[config.mk]
export PLATFORM = sky130hd
export DESIGN_NAME = qphi_ctrl
export DESIGN_NICKNAME = d
export VERILOG_FILES = /design/src/sv/qphi_pkg.sv /design/src/sv/qphi_ctrl.sv
export VERILOG_INCLUDE_DIRS = /design/src /design/src/sv
export SDC_FILE = /design/constraint.sdc
export NUM_CORES = 1
export LEC_CHECK = 0
export ABC_AREA = 1
export ABC_CLOCK_PERIOD_IN_PS = 1600
export BUFFER_PORTS_ARGS = -buffer_cell sky130_fd_sc_hd__buf_2
export CORE_UTILIZATION = 47
export DETAILED_ROUTE_END_ITERATION = 12
export PLACE_DENSITY = 0.77
export SLEW_MARGIN = 0
export SYNTH_ARGS = -nofsm -noshare
export SYNTH_HDL_FRONTEND = slang
export SYNTH_SLANG_ARGS = --single-unit
export TNS_END_PERCENT = 5
[constraint.sdc]
create_clock -name i_clk -period 1.6 [get_ports i_clk]
set_input_delay 0.24 -clock i_clk [delete_from_list [all_inputs] [get_ports i_clk]]
set_output_delay 0.24 -clock i_clk [all_outputs]
set_load 0.02 [all_outputs]
[src/sv/quadratic_probe_hash_insert_unit_macros.svh]
// ============================================================================
// Assertion macros for the quadratic probe hash insert unit
// Concurrent checks that compile away when SYNTH is defined.
// ============================================================================
`ifndef QUADRATIC_PROBE_HASH_INSERT_UNIT_MACROS_SVH
`define QUADRATIC_PROBE_HASH_INSERT_UNIT_MACROS_SVH
`ifndef SYNTH
// Consequent must hold in the same cycle as the antecedent.
`define QPHI_ASSERT_NOW(lbl, clk, rst_n, ante, cons, msg) \
    lbl: assert property (@(posedge clk) disable iff (!rst_n) (ante) |-> (cons)) \
        else $error(msg);
// Consequent must hold in the cycle after the antecedent.
`define QPHI_ASSERT_NEXT(lbl, clk, rst_n, ante, cons, msg) \
    lbl: assert property (@(posedge clk) disable iff (!rst_n) (ante) |=> (cons)) \
        else $error(msg);
`else
`define QPHI_ASSERT_NOW(lbl, clk, rst_n, ante, cons, msg)
`define QPHI_ASSERT_NEXT(lbl, clk, rst_n, ante, cons, msg)
`endif
`endif

[src/sv/qphi_pkg.sv]
// ============================================================================
// qphi_pkg
// Types, codes and constants shared by the hash insert unit modules.
// ============================================================================
package qphi_pkg;

    localparam int TABLE_DEPTH_DEF = 1024;
    localparam int ITEM_BITS_DEF   = 32;

    // Size register and everything measured in slots.
    localparam int          SIZE_W     = 11;
    localparam logic [10:0] SIZE_RESET = 11'd1024;
    localparam logic [10:0] SIZE_MIN   = 11'd2;

    // Divider: dividend width and two quotient bits per cycle.
    localparam int DIVD_W    = 32;
    localparam int DIV_STEPS = DIVD_W / 2;
    localparam int DIV_CNT_W = $clog2(DIV_STEPS);

    // Operation codes.
    localparam logic [1:0] OP_INSERT = 2'd0;
    localparam logic [1:0] OP_READ   = 2'd1;
    localparam logic [1:0] OP_CLEAR  = 2'd2;
    localparam logic [1:0] OP_NONE   = 2'd3;

    // Status codes.
    localparam logic [1:0] ST_DONE      = 2'd0;
    localparam logic [1:0] ST_HALF_FULL = 2'd1;
    localparam logic [1:0] ST_NO_SLOT   = 2'd2;
    localparam logic [1:0] ST_ZERO_ITEM = 2'd3;

    typedef struct packed {
        logic [1:0]  op;
        logic [30:0] key;
        logic [31:0] item;
        logic [9:0]  slot_index;
    } t_in;

    typedef struct packed {
        logic [9:0]  slot;
        logic [31:0] data;
        logic [10:0] probes;
        logic [1:0]  status;
        logic [10:0] item_count;
        logic        over_half;
    } t_out;

    // Kind of result beat the datapath builds.
    typedef enum logic [2:0] {
        EM_PLAIN,
        EM_ZERO,
        EM_HALF,
        EM_WRITE,
        EM_FAIL,
        EM_READ
    } t_emit;

    typedef struct packed {
        logic  div_start;
        logic  div_rd;
        logic  probe_init;
        logic  probe_step;
        logic  mem_rd;
        logic  mem_wr;
        logic  clr_step;
        logic  cnt_clear;
        logic  emit;
        t_emit em;
    } t_cmd;

    typedef struct packed {
        logic item_zero;
        logic half_full;
        logic div_done;
        logic slot_empty;
        logic last_probe;
        logic clr_last;
    } t_stat;

endpackage

[src/sv/qphi_ctrl.sv]
// ============================================================================
// qphi_ctrl
// Controller: sequences clearing, division, probing and result beats.
// ============================================================================
module qphi_ctrl
    import qphi_pkg::*;
(
    input  logic       i_clk,
    input  logic       i_rst_n,
    input  logic       i_start,
    input  logic [1:0] i_op,
    input  t_stat      i_stat,
    output t_cmd       o_cmd,
    output logic       o_busy,
    output logic       o_res_valid
);

    typedef enum logic [2:0] {
        S_CLR_RST,
        S_IDLE,
        S_DIV,
        S_RD,
        S_CHK,
        S_CLR_OP
    } t_state;

    t_state r_state;
    t_state n_state;
    logic   r_done;
    logic   r_is_read;
    logic   n_is_read;
    t_cmd   cmd;

    always_comb begin
        cmd       = '0;
        cmd.em    = EM_PLAIN;
        n_state   = r_state;
        n_is_read = r_is_read;
        unique case (r_state)
            S_CLR_RST: begin
                cmd.clr_step = 1'b1;
                if (i_stat.clr_last) begin
                    cmd.cnt_clear = 1'b1;
                    n_state       = S_IDLE;
                end
            end
            S_IDLE: begin
                if (i_start) begin
                    unique case (i_op)
                        OP_INSERT: begin
                            if (i_stat.item_zero) begin
                                cmd.emit = 1'b1;
                                cmd.em   = EM_ZERO;
                            end else if (i_stat.half_full) begin
                                cmd.emit = 1'b1;
                                cmd.em   = EM_HALF;
                            end else begin
                                cmd.div_start = 1'b1;
                                n_is_read     = 1'b0;
                                n_state       = S_DIV;
                            end
                        end
                        OP_READ: begin
                            // The read index is known at accept.
                            cmd.probe_init = 1'b1;
                            cmd.div_rd     = 1'b1;
                            n_is_read      = 1'b1;
                            n_state        = S_RD;
                        end
                        OP_CLEAR: n_state = S_CLR_OP;
                        default: begin
                            cmd.emit = 1'b1;
                            cmd.em   = EM_PLAIN;
                        end
                    endcase
                end
            end
            S_DIV: begin
                if (i_stat.div_done) begin
                    cmd.probe_init = 1'b1;
                    n_state        = S_RD;
                end
            end
            S_RD: begin
                cmd.mem_rd = 1'b1;
                n_state    = S_CHK;
            end
            S_CHK: begin
                if (r_is_read) begin
                    cmd.emit = 1'b1;
                    cmd.em   = EM_READ;
                    n_state  = S_IDLE;
                end else if (i_stat.slot_empty) begin
                    cmd.mem_wr = 1'b1;
                    cmd.emit   = 1'b1;
                    cmd.em     = EM_WRITE;
                    n_state    = S_IDLE;
                end else if (i_stat.last_probe) begin
                    cmd.emit = 1'b1;
                    cmd.em   = EM_FAIL;
                    n_state  = S_IDLE;
                end else begin
                    cmd.probe_step = 1'b1;
                    n_state        = S_RD;
                end
            end
            S_CLR_OP: begin
                cmd.clr_step = 1'b1;
                if (i_stat.clr_last) begin
                    cmd.cnt_clear = 1'b1;
                    cmd.emit      = 1'b1;
                    cmd.em        = EM_PLAIN;
                    n_state       = S_IDLE;
                end
            end
            default: n_state = S_IDLE;
        endcase
    end

    always_ff @(posedge i_clk) begin
        if (!i_rst_n) begin
            r_state   <= S_CLR_RST;
            r_done    <= 1'b0;
            r_is_read <= 1'b0;
        end else begin
            r_state   <= n_state;
            r_done    <= cmd.emit;
            r_is_read <= n_is_read;
        end
    end

    assign o_cmd       = cmd;
    assign o_busy      = (r_state != S_IDLE);
    assign o_res_valid = r_done;

`include "quadratic_probe_hash_insert_unit_macros.svh"

    `QPHI_ASSERT_NEXT(a_emit_strobes, i_clk, i_rst_n, cmd.emit, r_done, "result beat not strobed")
    `QPHI_ASSERT_NOW(a_write_needs_empty, i_clk, i_rst_n, cmd.mem_wr, i_stat.slot_empty && !cmd.clr_step, "write without an empty slot")
    `QPHI_ASSERT_NOW(a_probe_after_div, i_clk, i_rst_n, cmd.probe_init, (r_state == S_DIV && i_stat.div_done) || (r_state == S_IDLE && cmd.div_rd), "probe started before home slot known")

endmodule

; Word-level counts from Yosys, hierarchy flattened
; Index checks and enable logic that the tools add are counted.
[totals]
regBits = 5
latchBits = 0
ram_bits = 0
mem_bits_ro = 0
input_bits = 11
memories = 0
[classes]
add_sub_neg = 0
n_mul = 0
div = 0
magnitude_cmp = 0
eq_ne = 16
shifts = 0
n_mux = 40
bitwise = 0
reduce_logical = 7
[ops]
columns = operator, count
row1 = two-way mux 4 bit, 6
row2 = two-way mux 3 bit, 6
row3 = two-way mux 1 bit, 15
row4 = one-hot mux 3 bit (5 select lines), 1
row5 = one-hot mux 4 bit (3 select lines), 1
row6 = two-way mux 2 bit, 5
row7 = one-hot mux 3 bit (3 select lines), 1
row8 = inequality test 2 bit (second input constant), 4
row9 = one-hot mux 4 bit (2 select lines), 1
row10 = == test 3 x 2 -> 1 bit (second input constant), 2
row11 = == test 3 bit (second input constant), 2
row12 = inequality test 3 bit (second input constant), 2
row13 = AND reduction 6 bit, 1
row14 = two-way mux 5 bit, 1
row15 = AND reduction 5 bit, 1
row16 = inequality test 4 x 1 -> 1 bit (second input constant), 1
row17 = one-hot mux 1 bit (2 select lines), 2
row18 = one-hot mux 2 bit (2 select lines), 1
row19 = OR reduction 2 bit, 2
row20 = == test 3 x 1 -> 1 bit (second input constant), 1
row21 = logical NOT 3 bit, 1
row22 = inequality test 3 x 1 -> 1 bit (second input constant), 1
row23 = == test 2 x 1 -> 1 bit (second input constant), 1
row24 = == test 2 bit (second input constant), 1
row25 = 3 further kinds, 3

; Depth between registers and ports, before layout
; Gate-level depths: netlist of run 1.
[logic_depth]
word_depth = 5
ltp_mapped = 10
depth_no_buf = 10

; Worst setup path before layout of run 1
; Ideal clock, no wire load.
[synth_timing]
path_kind = register to output
startpoint = reg r_state[0]
endpoint = out o_cmd[1] (netlist name)
arrival_ps = 1414
t_required_ps = 1360
slack_ps = -54
stages_incl_launch_ff = 6
path_buffers = 1
cell_sequence = dfxtp_1 buf_6 nor2_2 nand2_1 nor3_1 a21o_1
[synth_lines]
columns = item, line
row1 = start: declaration, qphi_ctrl.sv:27  ; t_state r_state;
row2 = start signal: assignment, qphi_ctrl.sv:126  ; r_state <= n_state;
row3 = end: declaration, qphi_ctrl.sv:13  ; output t_cmd o_cmd,

==> results of run 1 <==
==> area by class of cell <==
type                            instances  area (µm²)  area share
Timing Repair Buffer                   29       160.2      0.1834
Tap cell                               14       17.52     0.02006
Clock inverter                          1       5.005    0.005731
Inverter                               20       87.58      0.1003
Sequential cell                         5       108.9      0.1246
Clock buffer                            3       22.52     0.02579
Multi-Input combinational cell         79       471.7      0.5401
==> placed cells by master, fill, tap and decap left out <==
cell type / n
sky130_fd_sc_hd__nand3_1: 11
sky130_fd_sc_hd__nor3_4: 1
sky130_fd_sc_hd__nor2_4: 1
sky130_fd_sc_hd__buf_2: 23
sky130_fd_sc_hd__o21ai_1: 1
sky130_fd_sc_hd__nand3_2: 3
sky130_fd_sc_hd__inv_1: 16
sky130_fd_sc_hd__nor2_1: 17
sky130_fd_sc_hd__and2_1: 1
sky130_fd_sc_hd__inv_6: 1
sky130_fd_sc_hd__clkinv_2: 1
sky130_fd_sc_hd__clkbuf_4: 3
sky130_fd_sc_hd__a21o_1: 1
sky130_fd_sc_hd__nand3b_1: 1
sky130_fd_sc_hd__dfxtp_1: 2
sky130_fd_sc_hd__nor2_2: 5
sky130_fd_sc_hd__nand2_2: 1
sky130_fd_sc_hd__nand2_4: 1
sky130_fd_sc_hd__dfxtp_2: 1
sky130_fd_sc_hd__inv_4: 3
sky130_fd_sc_hd__a21oi_1: 4
sky130_fd_sc_hd__o21ai_0: 1
sky130_fd_sc_hd__nor3_1: 1
sky130_fd_sc_hd__dfxtp_4: 2
sky130_fd_sc_hd__xnor2_2: 1
sky130_fd_sc_hd__ha_1: 6
sky130_fd_sc_hd__nand2_1: 20
sky130_fd_sc_hd__buf_4: 6
sky130_fd_sc_hd__nand3_4: 1
sky130_fd_sc_hd__o22ai_1: 1
==> metal layers <==
metal / GRT usage / part of all wire / up-vias
met3: 0.08671 / 0.076 / 0
met4: 0.02586 / 0 / 0
met2: 0.3792 / 0.50 / 34
met1: 0.2976 / 0.43 / 338
met5: 0 / 0 / -
li1: - / - / 389
==> synth_stat cells (all sizes together) <==
cell type / instances / share of area
nand3b: 1 / 0.012
o21ai: 2 / 0.016
a21oi: 4 / 0.031
buf: 2 / 0.035
xnor2: 1 / 0.014
nor2: 23 / 0.16
inv: 20 / 0.12
nand3: 15 / 0.16
and2: 1 / 0.0098
nand2: 22 / 0.13
a21o: 1 / 0.012
nor3: 2 / 0.016
ha: 6 / 0.12
o22ai: 1 / 0.0098
dfxtp: 5 / 0.16
==> path summary, 6_finish.rpt <==
path | startpoint | endpoint | slack, ns | cells after the start
max | r_state[0] | o_cmd[9] | 0.02 | 5
min | i_rst_n | r_state[2] | 0.24 | 3
min reg2reg | r_is_read | r_is_read | 0.56 | 2
max reg2reg | r_state[1] | r_state[0] | 0.24 | 9
==> report_power, final <==
group,switching [W],internal (W)
registers,0.0000800,0.000190
clock network,0.0000615,0.0000910
logic,0.000695,0.000427
==> cells by family (layout without fill, tap and decap cells) <==
kind of cell,count (synthesis),after routing,synth area share
AOI/OAI and AO/OA,8,8,0.06837
xor gates and xnor gates,1,1,0.01367
adders and majority gates,6,6,0.1172
buffers and inverters,22,53,0.1523
DFF,5,5,0.1563
and+or+nand+nor,64,64,0.4922
==> what timing repair did <==
item | 4_1_cts | 5_1_grt
pin swaps | 0 | 1
resized for setup | 5 | 12
setup endpoints to repair | 4 | 5
buffers inserted | 1 | 3
==> metrics by stage <==
step,total power [W],instances
after floorplan,0.0009896,106
after global placement,0.001168,143
after detailed placement,0.001178,143
after CTS,0.001391,148
after global routing,0.001678,151
final,0.001544,151
==> worst max-delay path: cells and delay by family, from the launching register on <==
kind            cells  cell delay, ns
buf+inv             2            0.35
compound gates      1            0.15
simple gates        2            0.24
flops               1            0.35
==> state kept, by name, indices dropped and copies added (netlist names) <==
register	cells
o_res_valid	1
r_is_read	1
r_state	3
==> summary by stage, run 1 <==
Outcome
The flow ran to the end, and the final reports show no timing, DRC or antenna violations.

Floorplanning
The width of the die is 38.92 µm. From bottom edge to top edge, the die measures 38.92 µm. For this design the top-level I/O count stands at 25. The core footprint is 1186 µm². The count of standard-cell rows is 12. The total die area is 1515 µm². The initial core utilization is 0.5401.

Setup path
STA puts the critical path data arrival time at 1.34 ns. The startpoint kind of the worst setup timing path is a flop. For this run, the slowest stage of the critical path takes 0.35 ns. The data required time at the worst endpoint is 1.36 ns. The maximum fanout encountered on the critical timing path is 4. The worst setup path is captured at a primary output. The standard cell with the maximum stage delay on the critical path is sky130_fd_sc_hd__dfxtp_2. Traced cell by cell, the critical path runs through buf_4 > nor2_1 > nand2_1 > o22ai_1 > buf_2.

The classification of the worst setup path is flop to primary output.

CTS
The number of hold buffers added after CTS was 0. The clock buffer count from CTS is 3. After clock tree synthesis, the clock-pin slew on the worst setup and hold paths is 0.05 ns. The clock drives 5 sinks. For the worst-skew pair, the clock arrives at the later sink with an insertion delay of 0.25 ns.

The cell chosen for the clock root is sky130_fd_sc_hd__clkbuf_4. The buffer depth of the longest clock path is 2. The clock tree from TritonCTS is built. The deepest level of the CTS H-tree is 1.

Final layout
Relative to the synthesized area, the layout overhead comes to 36.33%. The final non-filler cell area is 873.3 µm². The number of nets in the layout is 155. The utilization after layout is 0.7363. The share of post-route cells with drive strength above 1 is 0.3942. The filler cell count in the final layout is 97.

0 antenna diodes ended up in the layout.

GRT
The wire length of the first global-routing pass is 2394 µm. Entering global routing, the biggest net connects 8 pins. The number of global-route vias before repair is 591. In the global route stage, overall resource usage came out at 0.2327. The number of antenna violations at the first check in global routing is 0. The residual overflow from global routing is 0.

STA
The final count of pins violating max slew is 0. The period utilization is 0.9856. The clock period could shrink to 1.577 ns. The slew at the pin with the worst max-slew slack is 0.3078 ns. The worst-case headroom to the max-slew limit is 0.7926. The setup clock skew after layout is 0.007378 ns. Setup slack closes at 0.02310 ns. The number of hold-slack violations in the final timing report was 0. Hold timing on the final database bottoms out at a slack of 0.2382 ns. The accumulated negative setup slack is 0 ns. The upper clock frequency limit is 0.6342 GHz. Setup violations remaining at the end of the flow were counted as 0.

Placement
Port buffering added 24 buffers. The congestion estimate from routability-driven global placement came to 0.7519. The placement-stage worst setup slack is 0.1406 ns.

The total placed instance area is 768.2 µm². The placed wire-length estimate after detailed placement is 1193 µm.

Power and ir drop
In this run the power density over the cells is 1768 nW/µm². The leakage power is 0.5174 nW. VDD sags by at most 0.0007628 V.

Logic synthesis
The total of warnings raised by yosys is 0. After technology mapping, the gate count stands at 106. The distinct cell type count after synthesis is 21.

The number of nets in the synthesized netlist is 123. The synthesized area per cell is 6.044 µm². The part of the Yosys area used for sequential elements is 0.1563. The synthesized design contains 5 register bits. The mapped netlist covers 640.6 µm².

Drt
For this run, design rule violations remaining after detail routing come to 0. Detailed routing inserted a total of 761 vias. The total wire length is 1598 µm.

The average via count per standard cell is 5.040. The first detailed-routing pass took 4 iterations. In this run the remaining antenna-violating nets after routing total 0. The first routing iteration left 16 violations. The average routed wire per standard cell is 10.58 µm.

Flow run
The tool flagged a number of max-cap violations equal to 0.

Min path
The kind of path behind the tightest hold check is input port to flop.
No activity file was read; power rests on OpenSTA's default activity.
==> inputs of run 2 (changes only) <==
--- a/config.mk
+++ b/config.mk
@@ -11,6 +11,7 @@
 export BUFFER_PORTS_ARGS = -buffer_cell sky130_fd_sc_hd__buf_2
 export CORE_UTILIZATION = 47
 export DETAILED_ROUTE_END_ITERATION = 12
+export MAX_ROUTING_LAYER = met4
 export PLACE_DENSITY = 0.77
 export SLEW_MARGIN = 0
 export SYNTH_ARGS = -nofsm -noshare
==> run 2 against run 1 <==
Net effect:
- worst hold slack improved by 0.0013 ns
- cell count did not move
- critical path depth did not move
- clock power is essentially flat
- combinational power about the same
- total power rose by 0.17%
- via count rose by 0.26%
- clock-buffer cell count did not move
- sequential cell count stayed put
- largest power group unchanged
==> summary by stage, run 2 (same netlist as run 1, synthesis figures left out) <==
Outcome
The run finished with clean final reports.

CTS
The buffer depth of the longest clock path is 2. CTS built an H-tree with a depth of 1. The number of clock buffers added by TritonCTS is 3. The clock-pin slew reported for the worst setup and hold paths after clock tree synthesis is 0.05 ns.

TritonCTS built the clock tree. Clock tree synthesis found a total of 5 sinks. Buffers inserted to repair hold after CTS numbered 0. The clock insertion delay at the later pin of the skew report is 0.25 ns. The tree is rooted in a sky130_fd_sc_hd__clkbuf_4.

Drt
The average via count per standard cell is 5.053. The detail route stage leaves a number of antenna-violating nets equal to 0. The total wire length is 1609 µm. After detailed routing, the number of remaining DRC violations is 0. The detailed router's first-iteration violation count is 16. After detailed routing, the average wire length per cell comes to 10.66 µm. The detailed-routing iteration count for the pre-antenna-repair pass is 4. The routed layout has 763 vias.

Final layout
The library cell used most frequently in the layout, excluding fill and tap cells, is sky130_fd_sc_hd__buf_2. The area growth from synthesis to final layout is 36.33%. The largest register by flop count is r_state.

Once layout is complete, the utilization of the core stands at 0.7363. Of the cells placed in the final design, the portion with a size suffix greater than 1 is 0.3942. The filler cell count in the final layout is 97. The multi-input combinational cells in the finished layout cover a total of 471.7 µm². The number of nets in the layout is 155. The top cell types in the final layout, fill and taps aside, are sky130_fd_sc_hd__buf_2 (23), sky130_fd_sc_hd__nand2_1 (20), sky130_fd_sc_hd__nor2_1 (17), sky130_fd_sc_hd__inv_1 (16), sky130_fd_sc_hd__nand3_1 (11).

The flip-flop count of the largest register, all copies and words added is 3. Across the whole layout, storage elements account for 108.9 µm². The repair_antennas step left the layout with diodes totalling 0.

Floorplanning
The count of boundary I/O pins is 25. The die span in y is 38.92 µm. In this run the horizontal extent of the chip is 38.92 µm. The floorplan has 12 rows. In this run the standard cell core region covers 1186 µm². The total die area is 1515 µm². The initial utilization of the core area, before any placement, comes to 0.5401.

STA
The worst path needs 1.571 ns of the cycle, external delays included. The number of hold-slack violations in the final timing report is 0. On the final layout, the worst clock skew is 0.008464 ns. The period utilization is 0.9818. The number of endpoints failing setup at the final stage is 0. The slew at the pin with the worst max-slew slack is 0.3078 ns.

Based on the critical path, the design can be clocked at up to 0.6366 GHz. Headroom to the max-slew limit came out at 0.7926. The final count of pins violating max slew is 0.

Setup path
The maximum fanout encountered on the critical timing path is 4. The most critical setup path has its startpoint at r_state[0]. The worst endpoint data arrival time is 1.33 ns.

The minimum setup slack among reg-to-reg paths is 0.24 ns. The data required time at the worst endpoint is 1.36 ns. The worst setup path is launched from a flop. The worst setup path is of the flop to primary output kind. The worst setup path is captured at a primary output. In this run the critical register-to-register path is captured at r_state[0].

The reg-to-reg critical path startpoint is r_state[1]. The cell depth of the worst flop-to-flop path is 9.

Min path
The worst hold path startpoint is i_rst_n. The kind of path behind the tightest hold check is input port to flop. Counting instances, the worst hold path has a depth of 3.

For hold timing, the worst endpoint is r_state[2].

Placement
The global placement routability congestion is 0.7616. The number of port buffers is 24. The placed wire-length estimate after detailed placement is 1193 µm.

GRT
The number of global-route vias before repair is 587. The number of antenna violations at the first check in global routing came to 0. After global routing the overflow that remains totals 0.

The first global-routing pass estimated 2394 µm of wire. In the global route stage, overall resource usage came out at 0.2384. The largest net degree at the start of global routing is 8.

Flow run
Max-cap violations in this run came to 0.

Power and ir drop
Power comes to 0.001546 W. The leakage power is 0.5174 nW. VDD sags by at most 0.0007625 V. The total power density per cell area is 1771 nW/µm².
==> run 2: cell counts in the layout (fill, tap and decap cells not counted) <==
Identical to the previous run, type by type.
==> run 2: repair_timing <==
action / in CTS / in global routing
setup endpoints to repair: 4 / 5
gates resized for setup: 5 / 12
setup buffers: 1 / 3
pin swaps: 0 / 1
==> run 2: per-layer routing <==
| metal | track usage | share of wire | up-vias |
|---|---|---|---|
| met1 | 0.2976 | 0.42 | 339 |
| met5 | - | 0 | - |
| met2 | 0.3792 | 0.49 | 35 |
| met3 | 0.08671 | 0.085 | 0 |
| met4 | 0.02586 | 0 | 0 |
| li1 | - | - | 389 |
==> run 2: where the power goes <==
group          internal, W  switching [W]
registers         0.000190      0.0000799
clock network    0.0000910      0.0000613
logic             0.000427       0.000698
==> run 2: worst max path at each step <==
| stage | cells after the start | slack, ns | endpoint |
|---|---|---|---|
| 2_1_floorplan | 5 | 0.15 | o_cmd[1] |
| 3_3_place_gp | 7 | 0.13 | o_cmd[1] |
| 3_5_place_dp | 7 | 0.14 | o_cmd[1] |
| 4_1_cts | 7 | 0.001 | o_cmd[1] |
| 5_1_grt | 8 | -0.04 | o_cmd[0] |
| 6_report | 5 | 0.03 | o_cmd[9] |
==> run 2: worst max-delay path, cell delays in order (launching register included) <==
cell                      delay, ns
sky130_fd_sc_hd__dfxtp_2       0.35
sky130_fd_sc_hd__buf_4         0.16
sky130_fd_sc_hd__nor2_1        0.15
sky130_fd_sc_hd__nand2_1       0.09
sky130_fd_sc_hd__o22ai_1       0.15
sky130_fd_sc_hd__buf_2         0.19
==> run 2: cell type report <==
type / count / share of cell area
flip-flops and latches: 5 / 0.1246
inverters: 20 / 0.1003
repair buffers: 29 / 0.1834
clock buffers: 3 / 0.02579
clock inverters: 1 / 0.005731
multi-input cells: 79 / 0.5401
well taps: 14 / 0.02006
==> run 2: per-stage QoR <==
step           worst slack, ns  hold slack (ns)  setup TNS, ns  cells  instance area (µm²)
6_report               0.02912           0.2395              0    151                873.3
5_1_grt               -0.03606           0.2568       -0.03702    151                873.3
4_1_cts               0.001197           0.2281              0    148                813.3
3_5_place_dp            0.1406           0.5099              0    143                768.2
3_3_place_gp            0.1336           0.5093              0    143                768.2
2_1_floorplan           0.1516           0.3604              0    106                645.6
==> inputs of run 3 (changes only) <==
--- a/config.mk
+++ b/config.mk
@@ -12,7 +12,7 @@
 export CORE_UTILIZATION = 47
 export DETAILED_ROUTE_END_ITERATION = 12
 export MAX_ROUTING_LAYER = met4
-export PLACE_DENSITY = 0.77
+export PLACE_DENSITY = 0.81
 export SLEW_MARGIN = 0
 export SYNTH_ARGS = -nofsm -noshare
 export SYNTH_HDL_FRONTEND = slang
==> run 3 against run 2 <==
Net effect:
- first-iteration DRC count increased by 94%
- global-route usage up 3.0 points
- highest routed layer is now met4
- core utilization down 2.1 points
- the flow now finishes with violations (negative setup slack)
- via count up 6.3%
- critical path depth unchanged
- wire length grew 12%
==> summary by stage, run 3 (same netlist as run 1, synthesis figures left out) <==
CTS
The number of buffers inserted by hold repair at cts is 0. In this run the number of H-tree levels came out at 1. The clock passes through at most 2 buffers.

The number of sinks handled by clock tree synthesis is 5. The clock reaches the later pin of the worst-skew pair after 0.25 ns. Clock-pin slew was measured on the worst setup and hold paths at 0.05 ns. Clock tree synthesis inserted a total of 3 buffers. TritonCTS built the clock tree. Clock tree synthesis selected as its root buffer the cell sky130_fd_sc_hd__clkbuf_4.

Final layout
The filler cell count in the final layout is 111. In the layout the commonest cells are sky130_fd_sc_hd__buf_2 (23), sky130_fd_sc_hd__nand2_1 (20), sky130_fd_sc_hd__nor2_1 (17), sky130_fd_sc_hd__inv_1 (16), sky130_fd_sc_hd__nand3_1 (11). The flip-flop count of the largest register, all copies and words added is 3. The area growth from synthesis to layout is 32.42%. For this run, the number of standard cells in the final layout without fillers is 151. The number of antenna diodes in the final layout is 0. Of the cells placed in the final design, the portion with a size suffix greater than 1 is 0.3796. The number of nets in the layout is 155. The library cell used most frequently in the layout, excluding fill and tap cells, is sky130_fd_sc_hd__buf_2. For this run, the share of the core covered by cells in the final layout is 0.7152.

The largest register by flop count is r_state.

Drt
For this block, the initial DRC count from the detailed router was 31. The routed layout has 811 vias. In the final routed layout, each cell accounts on average for 11.95 µm. The first detailed-routing pass took 4 iterations. For this run, design rule violations remaining after detail routing come to 0. The average via count per standard cell is 5.371. After detailed routing, the total wire length is 1804 µm.

The post-route antenna net violation count is 0.

Outcome
The flow ran to the end, but the final reports show violations. The final reports fail on negative setup slack.

Setup path
Traced cell by cell, the critical path runs through buf_4 > nor2_1 > nand2_1 > o22ai_1 > buf_2. Among all stages on the critical path, the largest delay is contributed by sky130_fd_sc_hd__dfxtp_2. The worst endpoint data arrival time is 1.37 ns. The startpoint kind of the worst setup timing path is a flop. The maximum fanout encountered on the critical timing path is 4. STA classifies the critical path endpoint as a primary output.

On the worst path, the slowest cell contributes a delay of 0.35 ns. STA puts the critical path data required time at 1.36 ns. The classification of the worst setup path is flop to primary output.

STA
Setup violations remaining at the end of the flow were counted as 1. The slew at the pin with the worst max-slew slack is 0.2423 ns. Setup repair after global routing could not meet its margin everywhere. On the final layout, the worst clock skew is 0.005583 ns. In this run the tightest slew margin relative to its limit is 0.8367. The number of hold-slack violations in the final timing report is 0.

After layout, the minimum clock period comes to 1.608 ns. The final count of pins violating max slew is 0. Adding up every negative setup slack in the final design gives -0.007816 ns. Timing would allow up to 0.6220 GHz. Setup slack on the critical path of the routed design comes to -0.007816 ns.

Dividing the final minimum period by the clock period gives 1.005.

Floorplanning
The width of the die is 38.92 µm. For this configuration, the core starts out at a cell density of 0.5401. For this design the top-level I/O count stands at 25. The total area inside the core boundary comes to 1186 µm². The total die area is 1515 µm².

The count of standard-cell rows is 12. The die is 38.92 µm tall.

Placement
The placed wire-length estimate after detailed placement is 1351 µm. In this run, placement finished with an instance count of 144. The number of port buffers is 24.

The congestion estimate from routability-driven global placement came to 0.8002.

Power and ir drop
After layout, the design draws a total of 0.001492 W. IR analysis of the VDD net gives a maximum drop of 0.0007460 V. Power spread over the standard cell area amounts to 1758 nW/µm². The analysis attributes to cell leakage a power of 0.5113 nW.

GRT
The number of antenna violations at the first check in global routing came to 0. The number of global-route vias before repair is 666. Global routing finished with a remaining overflow of 0. The largest net degree at the start of global routing is 7. Across every metal layer, demand over resource in global routing totals 0.2684. The first global-routing pass estimated 2711 µm of wire.

Min path
The path class of the tightest hold or removal check is input port to flop.

Flow run
The max-capacitance violation count is 0.
run 3: report_power, final:
part	switching [W]	internal, W
Sequential	0.0000702	0.000185
Clock	0.0000548	0.0000945
Combinational	0.000679	0.000408
run 3: timing repair:
action | 4_1_cts | 5_1_grt
endpoints found under the setup margin | 3 | 4
pin swaps | 0 | 1
gates resized for setup | 1 | 10
endpoints found under the hold margin | 0 | 0
buffers inserted | 2 | 1
run 3: worst paths after layout:
kind	to	depth (start not counted)	slack [ns]	from
hold / removal	r_state[0]	3	0.25	i_rst_n
setup / recovery	o_cmd[9]	5	-0.008	r_state[0]
setup reg to reg	r_state[2]	9	0.36	r_state[0]
hold reg to reg	r_is_read	2	0.54	r_is_read
run 3: final cells by class:
class | instances | area [µm²] | area share
clock buffers | 4 | 26.28 | 0.03097
flip-flops and latches | 5 | 106.4 | 0.1254
multi-input cells | 79 | 457.9 | 0.5398
well taps | 14 | 17.52 | 0.02065
repair buffers | 29 | 160.2 | 0.1888
inverters | 20 | 80.08 | 0.09440
run 3: critical path: cells and delay by family (launching register included):
| kind | cells | cell delay (ns) |
|---|---|---|
| and+or+nand+nor | 2 | 0.28 |
| buffers and inverters | 2 | 0.34 |
| AOI/OAI and AO/OA | 1 | 0.16 |
| DFF | 1 | 0.35 |
run 3: metrics by stage:
step	worst slack [ns]	hold slack [ns]	instance area [µm²]
floorplan	0.1516	0.3604	645.6
global placement	0.1934	0.5084	775.7
detailed placement	0.1448	0.5116	775.7
CTS	0.002898	0.2395	818.3
global route	-0.03771	0.2582	848.3
finish	-0.007816	0.2480	848.3
run 3: per-layer routing:
layer	up-vias	GRT usage	part of all wire
li1	392	-	-
met2	45	0.4958	0.53
met5	-	-	0
met1	370	0.2857	0.40
met4	0	0.01724	0.0094
met3	4	0.09249	0.054
